## config.mk

```make
export PLATFORM = sky130hd
export DESIGN_NAME = sacl_ctrl
export DESIGN_NICKNAME = d
export VERILOG_FILES = /design/src/hdl/sacl_pkg.sv /design/src/hdl/sacl_ctrl.sv
export SDC_FILE = /design/constraint.sdc
export NUM_CORES = 1
export LEC_CHECK = 0
export ABC_AREA = 1
export BUFFER_PORTS_ARGS = -buffer_cell sky130_fd_sc_hd__buf_2
export CAP_MARGIN = 30
export CORE_AREA = 2 2 39 41
export DETAILED_ROUTE_END_ITERATION = 10
export DIE_AREA = 0 0 41 43
export PLACE_DENSITY = 0.3
export SYNTH_ARGS = -nofsm -noshare
export SYNTH_HDL_FRONTEND = slang
export SYNTH_SLANG_ARGS = --single-unit
```

## constraint.sdc

```tcl
create_clock -name i_clk -period 1.3 [get_ports i_clk]
set_clock_uncertainty 0.2 [all_clocks]
set_input_delay 0.065 -clock i_clk [delete_from_list [all_inputs] [get_ports i_clk]]
set_output_delay 0.065 -clock i_clk [all_outputs]
set_load 0.01 [all_outputs]
```

## src/hdl/sacl_pkg.sv

```systemverilog
// shared types and constants of the set associative lru lookup unit
// no dependencies
`default_nettype none

package sacl_pkg;

    localparam int TAG_W = 28;

    localparam logic [1:0] REQ_READ  = 2'd0;
    localparam logic [1:0] REQ_WRITE = 2'd1;

    localparam logic [1:0] CFG_OFFSET = 2'd0;
    localparam logic [1:0] CFG_INDEX  = 2'd1;
    localparam logic [1:0] CFG_WAYS   = 2'd2;

    localparam logic [2:0] OFF_MIN     = 3'd4;
    localparam logic [2:0] OFF_RESET   = 3'd4;
    localparam logic [3:0] INDEX_RESET = 4'd12;
    localparam logic [3:0] WAYS_RESET  = 4'd1;

    typedef enum logic [1:0] {
        OUT_HIT    = 2'd0,
        OUT_FILL   = 2'd1,
        OUT_EVICT  = 2'd2,
        OUT_IGNORE = 2'd3
    } t_outcome;

    typedef enum logic [1:0] {
        ST_CLEAR,
        ST_IDLE,
        ST_LOOKUP
    } t_state;

    typedef struct packed {
        logic clr_we;
        logic accept;
        logic commit;
    } t_cmd;

    typedef struct packed {
        logic clr_last;
        logic out_busy;
    } t_status;

endpackage

`default_nettype wire

```

## src/hdl/sacl_ctrl.sv

```systemverilog
// sequencer of the lookup unit: clear sweep, accept, lookup and write-back
// depends on sacl_pkg
`default_nettype none

module sacl_ctrl (
    input  wire logic              i_clk,
    input  wire logic              i_rst_n,
    input  wire logic              i_in_valid,
    output logic                   o_in_ready,
    input  wire sacl_pkg::t_status i_status,
    output sacl_pkg::t_cmd         o_cmd
);
    import sacl_pkg::*;

    t_state r_state;
    t_state n_state;

    always_ff @(posedge i_clk) begin
        if (!i_rst_n) begin
            r_state <= ST_CLEAR;
        end else begin
            r_state <= n_state;
        end
    end

    always_comb begin
        n_state      = r_state;
        o_in_ready   = 1'b0;
        o_cmd        = '0;
        case (r_state)
            ST_CLEAR: begin
                o_cmd.clr_we = 1'b1;
                if (i_status.clr_last) begin
                    n_state = ST_IDLE;
                end
            end
            ST_IDLE: begin
                o_in_ready   = 1'b1;
                o_cmd.accept = i_in_valid;
                if (i_in_valid) begin
                    n_state = ST_LOOKUP;
                end
            end
            ST_LOOKUP: begin
                o_cmd.commit = !i_status.out_busy;
                if (!i_status.out_busy) begin
                    n_state = ST_IDLE;
                end
            end
            default: begin
                n_state = ST_CLEAR;
            end
        endcase
    end

endmodule

`default_nettype wire

```

# Word level (Yosys, flattened, before mapping)
# Index checks and enable logic that the tools add are counted.
# classes
eq_ne,5
muxes,8
n_reduce_logical,3
# op_table
cell,n
$mux W2,3
$ne A2 B2 Y1 const B,3
$pmux W2 S3,1
$mux W1,4
$reduce_and A3 Y1,1
$eq A2 B1 Y1 const B,1
$eq A2 B2 Y1 const B,1
$logic_not A2 Y1,1
$logic_not A1 Y1,1
# word_totals
regBits,2
in_bits,5

# Longest topological paths before layout
# Gate-level depths: netlist of the first run.
# depth
ltp_word,3
mapped_depth,5
ltp_nobuf,5

# Least setup slack after synthesis of the first run
# Ideal clock, no wire load.
# synth_timing
kind,reg-to-reg
startpoint,register r_state[0]
endpoint,register r_state[1]
setup_time_ns,0.066
t_arrival_ns,0.773
required_time_ns,1.034
slack_ns,0.261
path_stages_with_launch,5
n_path_buf,0
synth_period_minus_slack_ns,1.039
path_cell_list,dfxtp_1 inv_2 nor2_2 nand2_1 a21boi_2
# synth_between
elab_chain_cells,3
elab_cells_between_ends,8
classes_between,eq/ne: 5; mux: 1; reduce/logical: 2
# synth_lines
item,line,source
from (decl),sacl_ctrl.sv:15,t_state r_state;
from (signal assigned),sacl_ctrl.sv:22,r_state <= n_state;
"$eq A2 B2 Y1, or another cell as far along",sacl_ctrl.sv:30,case (r_state)
$ne A2 B2 Y1 (no source line),-,
$reduce_and A3 Y1 (no source line),-,
# Parallel ways exist; a longest one is shown, timed or not.
# A chain may end at the register's enable or synchronous reset.

==> flow_summary.ini, run 1 <==
[logic_synthesis]
yosysWarnings = 0
avgSynthCellArea_um2 = 6.67
syn-cell-area_um2 = 120
ys_seq_elements = 2
synth.net_count = 23
ys_seq_area_frac = 0.333
synthesis.instances = 18
yosys.cell_types.count = 10

[power]
finalPower_uw = 278
ir_drop_uv = 180
leakagePower_nw = 0.129
p_per_area_nw_per_um2 = 1090

[critical_path]
path_common_cell = buf_2
critPathKind = input port to primary output
slowest_delay_ps = 530
crit_chain = dlygate4sd3_1 > buf_2 > nand2_2 > inv_1 > buf_2
end_kind = primary output
critPathSlowestCell = dlygate4sd3_1
crit_fanout = 2
cp.arrival_ps = 970
worst_setup_path_start_kind = input port
cp.required_ps = 1030

[finish]
n_fill_cell = 160
regArea_um2 = 45.0
mostFrequentLayoutCell = buf_2
multi_input_area_um2 = 72.6
mostFrequentLayoutCells = 8 x buf_2, 4 x dlygate4sd3_1, 3 x inv_1, 3 x nand2_1, 3 x clkbuf_4
nNetsFinal = 40
reg.largest.list = r_state: 2 flops
regMostFlops = r_state
largest_register_ffs = 2
antenna_cells = 0
area_growth_pct = 113
layout-drive-gt1-share = 0.545

[timing]
max_slew_margin = 0.908
tns_ps = 0
clock.fmax_mhz = 811
rsz0062_at_grt = no
finalCritPeriodShare = 0.948
final_max_slew_viol_count = 0
period_needed_ps = 1230
hold_viol = 0
worst_slew_pin_slew_ps = 138
setup_viol = 0

[grt]
grt_max_degree = 6
antenna_found_initial = 0
grt_pass1_vias = 154
overflow = 0
grt_pass1_wl_um = 600
gr-usage-all-layers = 0.0611

[outcome]
status = finished, final reports clean

[floorplan]
io-pin-count = 9
die_area_um2 = 1760
core_area_um2 = 1380
die_y_um = 43
rows = 14
initial_core_util = 0.0868
die_x_um = 41

[routing]
routed_wl_um = 360
first_iter_violations = 0
ant_nets = 0
first_pass_iters = 1
dr_total_vias = 164
wl_per_cell_um = 7.35
via_per_inst = 3.35
route.detailed.drc = 0

[cts]
cts-htree-levels = 1
cts_setup_buffers = 0
cts.sinks = 2
cts_buffer_depth = 2
clk_latency_ps = 230
cts_buffers = 3
cts_root_buffer = clkbuf_4
cts_tree = done

[hold_path]
hold_path_class = input port to primary output

[placed_design]
gp_congestion = 0.587
port_buffers = 8
place_hpwl_um = 263

[run]
maxCapViolCount = 0
cell type report:
| cell class | count | area share |
|---|---|---|
| multi-input cells | 12 | 0.284 |
| clock buffers | 3 | 0.0882 |
| inverters | 4 | 0.0588 |
| flip-flops and latches | 2 | 0.176 |
| repair buffers | 12 | 0.314 |
| well taps | 16 | 0.0784 |
critical path, delay by kind of cell:
kind / cells / cell delay [ps]
buffers and inverters: 4 / 830
and+or+nand+nor: 1 / 80
worst paths after layout:
| kind | startpoint | endpoint | slack (ps) | cells after the start |
|---|---|---|---|---|
| worst max-delay path | i_in_valid | o_cmd[1] | 70 | 5 |
| worst min-delay path | i_status[0] | o_cmd[0] | 190 | 3 |
| worst max register to register | r_state[1] | r_state[0] | 290 | 5 |
| worst min register to register | r_state[0] | r_state[0] | 370 | 3 |
synthesized netlist by cell type:
cell	instances	share of area
a21boi_2	1	0.094
dfxtp_1	2	0.33
inv_1	3	0.094
inv_2	1	0.031
nand2_1	4	0.12
nand3_1	2	0.083
nand3b_1	1	0.063
nor2_1	1	0.031
nor2_2	2	0.10
nor3_1	1	0.042
cells by family (layout without fill, tap and decap cells):
group | Yosys count | after routing | share of synthesized area
and+or+nand+nor | 11 | 11 | 0.448
buffers and inverters | 4 | 19 | 0.125
DFF | 2 | 2 | 0.333
AOI/OAI and AO/OA | 1 | 1 | 0.0937
through the flow:
step                       util  setup slack [ps]  hold WS [ps]  instance area [um2]  std cells
after floorplan               -               261         -19.3                  120         18
after global placement    0.130               233           104                  180         42
final                     0.184              67.1           193                  255         49
after detailed placement  0.130               214          97.6                  180         42
after CTS                 0.176              27.0           196                  244         49
after global routing      0.184              2.79           213                  255         49
repair_timing:
action	4_1_cts	5_1_grt
hold endpoints to repair	2	0
endpoints found under the setup margin	1	2
hold buffers	4	0
gates resized for setup	1	4
power by group:
group          switching, mW  total (mW)  internal, mW
registers            0.00787      0.0761        0.0682
logic                 0.0311      0.0632        0.0321
clock network         0.0368       0.139         0.102
per-layer routing:
metal	global-route usage	vias up	routed length [um]
met5	0	-	0
met4	0.0800	0	21
met3	0.0681	4	67
met2	0.0563	11	110
met1	0.0573	64	161
li1	-	85	-
Note: power is estimated with default switching activity, not from simulation.
==> inputs of run 2 (changes only) <==
==> constraint.sdc (replaced) <==
create_clock -name i_clk -period 1.4 [get_ports i_clk]
set_clock_uncertainty 0.2 [all_clocks]
set_input_delay 0.07 -clock i_clk [delete_from_list [all_inputs] [get_ports i_clk]]
set_output_delay 0.07 -clock i_clk [all_outputs]
set_load 0.01 [all_outputs]
==> run 2 against run 1 <==
Effect of this change: worst setup slack got worse by 23 ps; via count decreased by 4.9%; clock power fell by 11%; sequential power fell by 7.8%; power shrank 10%; final cell count stayed put; critical path depth is 1 lower; register-to-register slack gained 90 ps; worst hold slack better by 180 ps; sequential cell count is the same; first-iteration DRC count increased by 2.
==> flow_summary.ini, run 2 (synthesis gave the netlist of run 1 again) <==
[timing]
rsz0062_at_grt = no
final_max_slew_viol_count = 0
max_slew_margin = 0.878
period_needed_ps = 1360
worst_slew_pin_slew_ps = 181
tns_ps = 0
setup_viol = 0
finalCritPeriodShare = 0.969
hold_viol = 0
clock.fmax_mhz = 737

[finish]
nNetsFinal = 40
area_growth_pct = 103
stdcell_count = 49
reg.largest.list = r_state: 2 flops
mostFrequentLayoutCell = buf_2
antenna_cells = 0
largest_register_ffs = 2
regMostFlops = r_state
layout-drive-gt1-share = 0.485
multi_input_area_um2 = 65.1
n_fill_cell = 159
regArea_um2 = 41.3
mostFrequentLayoutCells = 8 x buf_2, 4 x nand2_1, 4 x dlygate4sd3_1

[routing]
routed_wl_um = 367
wl_met3_um = 53
via_per_inst = 3.18
first_pass_iters = 2
route.detailed.drc = 0
ant_nets = 0
wl_met1_um = 215
first_iter_violations = 2
top_layer = met3
wl_met2_um = 97
wl_per_cell_um = 7.49
dr_total_vias = 156

[critical_path]
cp_top_family = buffers and inverters
path_common_cell = buf_2
worst_setup_path_start_kind = input port
ff2ff_path_depth = 5
crit_end = o_cmd[0]
critPathKind = input port to primary output
cp.required_ps = 1130
reg2reg_slack_ps = 380
critPathSlowestCell = dlygate4sd3_1
cp.arrival_ps = 1090
startpoint = i_status[0]
r2r-end = r_state[0]
r2r-start = r_state[1]
end_kind = primary output
crit_chain = dlygate4sd3_1 > buf_2 > nor3_1 > buf_2
crit_buf_inv = 3
cp.depth = 4
slowest_delay_ps = 540
crit_fanout = 2

[placed_design]
dp.cells = 42
gp_congestion = 0.576
port_buffers = 8
place_hpwl_um = 279

[power]
p_per_area_nw_per_um2 = 1020
leakagePower_nw = 0.127
finalPower_uw = 250
ir_drop_uv = 363

[floorplan]
die_area_um2 = 1760
initial_core_util = 0.0868
die_x_um = 41
rows = 14
die_y_um = 43
core_area_um2 = 1380
io-pin-count = 9

[run]
maxCapViolCount = 0

[grt]
grt_pass1_wl_um = 558
grt_pass1_vias = 137
grt_max_degree = 6
overflow = 0
gr-usage-all-layers = 0.0541
antenna_found_initial = 0

[cts]
cts_setup_buffers = 0
cts_tree = done
cts_root_buffer = clkbuf_4
clkTransAtPathRegs_ps = 30
cts-htree-levels = 1
clk_latency_ps = 220
cts_buffer_depth = 2
cts_buffers = 3
cts.sinks = 2

[outcome]
status = finished, final reports clean

[hold_path]
hold_path_class = flip-flop to flip-flop
run 2: cell counts in the layout (fill, tap and decap cells not counted):
Identical to the previous run, type by type.
run 2: worst min-delay path by stage:
stage	from	end	cells past startpoint
after global placement	i_rst_n	r_state[0]	3
after global routing	r_state[1]	r_state[1]	2
after detailed placement	i_rst_n	r_state[0]	3
after floorplan	i_status[0]	o_cmd[0]	1
after CTS	r_state[1]	r_state[1]	2
final	r_state[0]	r_state[0]	3
run 2: cell type report:
class / instances / area share
Tap cell: 16 / 0.0821
Multi-Input combinational cell: 12 / 0.267
Clock buffer: 3 / 0.0923
Sequential cell: 2 / 0.169
Timing Repair Buffer: 12 / 0.328
Inverter: 4 / 0.0615
run 2: worst register-to-register path, stage by stage, from the launching register on:
cell	delay, ps
dfxtp_1	390
inv_1	80
nand3b_1	80
nand3_1	70
nand2_1	60
nor2_1	30
run 2: timing repair:
item                                   4_1_cts  5_1_grt
hold buffers                                 4        0
endpoints found under the hold margin        2        0
gates resized for setup                      0        1
setup endpoints to repair                    0        1
run 2: routing by layer:
metal	global-route usage	vias to the layer above
li1	-	86
met1	0.0703	61
met5	0	-
met2	0.0438	9
met4	0.0600	0
met3	0.0471	0
run 2: per-stage QoR:
stage	setup WS (ps)	hold WS (ps)	cell area, um2	utilization
after global placement	321	100	180	0.130
after CTS	32.3	397	243	0.175
final	44.0	372	244	0.176
after detailed placement	302	113	180	0.130
after global routing	12.8	426	244	0.176
after floorplan	361	-9.31	120	-
run 2: power breakdown:
part	internal (mW)	total [mW]	switching (mW)
Sequential	0.0632	0.0702	0.00699
Clock	0.0943	0.124	0.0299
Combinational	0.0283	0.0554	0.0271
==> inputs of run 3 (changes only) <==
--- a/config.mk
+++ b/config.mk
@@ -9,9 +9,11 @@
 export BUFFER_PORTS_ARGS = -buffer_cell sky130_fd_sc_hd__buf_2
 export CAP_MARGIN = 30
 export CORE_AREA = 2 2 39 41
+export CTS_BUF_LIST = sky130_fd_sc_hd__clkbuf_8
 export DETAILED_ROUTE_END_ITERATION = 10
 export DIE_AREA = 0 0 41 43
 export PLACE_DENSITY = 0.3
+export REMOVE_ABC_BUFFERS = 1
 export SYNTH_ARGS = -nofsm -noshare
 export SYNTH_HDL_FRONTEND = slang
 export SYNTH_SLANG_ARGS = --single-unit
==> run 3 against run 2 <==
Effect of this change: the run now ends with negative hold slack left; worst hold slack got worse by 380 ps; via count down 1.9%; global-route usage did not move; sequential cell count unchanged; worst setup slack gained 2.2 ps; critical endpoint unchanged; maximum frequency increased by 0.16%; power increased by 38%; utilization up 0.63 points; sequential power is essentially flat; combinational power shrank 3.8%.
==> flow_summary.ini, run 3 (synthesis gave the netlist of run 1 again) <==
[finish]
area_growth_pct = 110
mostFrequentLayoutCells = 8 x buf_2, 4 x nand2_1, 3 x inv_1, 3 x clkbuf_8, 3 x dlygate4sd3_1
largest_register_ffs = 2
mostFrequentLayoutCell = buf_2
antenna_cells = 0
regMostFlops = r_state
n_fill_cell = 159
reg.largest.list = r_state: 2 flops
layout-drive-gt1-share = 0.500
nNetsFinal = 39

[power]
finalPower_uw = 344
leakagePower_nw = 0.130
p_per_area_nw_per_um2 = 1360
ir_drop_uv = 515

[hold_path]
hold_path_class = input port to flip-flop

[cts]
cts_tree = done
cts_root_buffer = clkbuf_8
cts.sinks = 2
clkTransAtPathRegs_ps = 30
clk_latency_ps = 210
cts_buffer_depth = 2
cts_setup_buffers = 0
cts_buffers = 3
cts-htree-levels = 1

[routing]
route.detailed.drc = 0
wl_per_cell_um = 7.65
routed_wl_um = 367
first_iter_violations = 0
via_per_inst = 3.19
dr_total_vias = 153
first_pass_iters = 1
ant_nets = 0

[grt]
grt_max_degree = 6
gr-usage-all-layers = 0.0541
grt_pass1_vias = 137
grt_pass1_wl_um = 558
antenna_found_initial = 0
overflow = 0

[timing]
final_max_slew_viol_count = 0
max_slew_margin = 0.879
period_needed_ps = 1350
hold_viol = 1
worst_slew_pin_slew_ps = 179
rsz0062_at_grt = no
setup_viol = 0
finalCritPeriodShare = 0.967
tns_ps = 0
clock.fmax_mhz = 739
whs_ps = -5.55

[critical_path]
end_kind = primary output
cp.arrival_ps = 1080
crit_fanout = 2
cp.required_ps = 1130
slowest_delay_ps = 540
worst_setup_path_start_kind = input port
critPathKind = input port to primary output
critPathSlowestCell = dlygate4sd3_1
path_common_cell = buf_2
cp_top_family = buffers and inverters
crit_buf_inv = 3
crit_chain = dlygate4sd3_1 > buf_2 > nor3_1 > buf_2

[floorplan]
rows = 14
die_x_um = 41
core_area_um2 = 1380
die_y_um = 43
io-pin-count = 9
die_area_um2 = 1760
initial_core_util = 0.0868

[outcome]
status = complete, but fails checks
violations = negative hold slack

[placed_design]
place_hpwl_um = 279
port_buffers = 8
gp_congestion = 0.576

[run]
maxCapViolCount = 0
==> run 3: final timing paths <==
| check | slack, ps | cells after the start | end | from |
|---|---|---|---|---|
| setup / recovery | 50 | 4 | o_cmd[0] | i_status[0] |
| hold / removal | -6 | 5 | r_state[0] | i_status[1] |
| setup reg to reg | 370 | 5 | r_state[0] | r_state[1] |
| hold reg to reg | 370 | 3 | r_state[0] | r_state[0] |
==> run 3: where the power goes <==
group | total (mW) | internal, mW | switching [mW] | leakage (nW)
combinational | 0.0533 | 0.0265 | 0.0268 | 0.0922
sequential | 0.0703 | 0.0633 | 0.00699 | 0.0167
clock | 0.221 | 0.181 | 0.0397 | 0.0216
total | 0.344 | 0.271 | 0.0735 | 0.130
==> run 3: timing repair <==
item / CTS / global route
setup endpoints to repair: 0 / 1
endpoints found under the hold margin: 2 / 0
hold buffers: 3 / 0
gates resized for setup: 0 / 1
==> run 3: layer usage <==
layer,track usage,vias up,share of wire
li1,-,83,-
met1,0.0703,61,0.57
met2,0.0438,9,0.27
met3,0.0471,0,0.15
met4,0.0600,0,0
met5,0,-,0
==> run 3: cell type report <==
class / count / area (um2) / share of cell area
Clock buffer: 3 / 41.3 / 0.163
Inverter: 4 / 15.0 / 0.0594
Multi-Input combinational cell: 12 / 65.1 / 0.257
Sequential cell: 2 / 41.3 / 0.163
Tap cell: 16 / 20.0 / 0.0792
Timing Repair Buffer: 11 / 70.1 / 0.277
==> run 3: worst min-delay path, cell delays in order <==
cell	delay [ps]
buf_2	100
inv_1	40
nand2_1	60
nand2_1	60
nor2_1	40
==> run 3: stage by stage <==
stage	utilization	hold WS (ps)	cells	cell area (um2)	worst slack [ps]
after floorplan	-	-9.31	18	120	361
after global placement	0.130	100	42	180	321
after detailed placement	0.130	113	42	180	302
after CTS	0.182	2.58	48	251	32.3
after global routing	0.183	37.6	48	253	12.8
final	0.183	-5.55	48	253	46.1
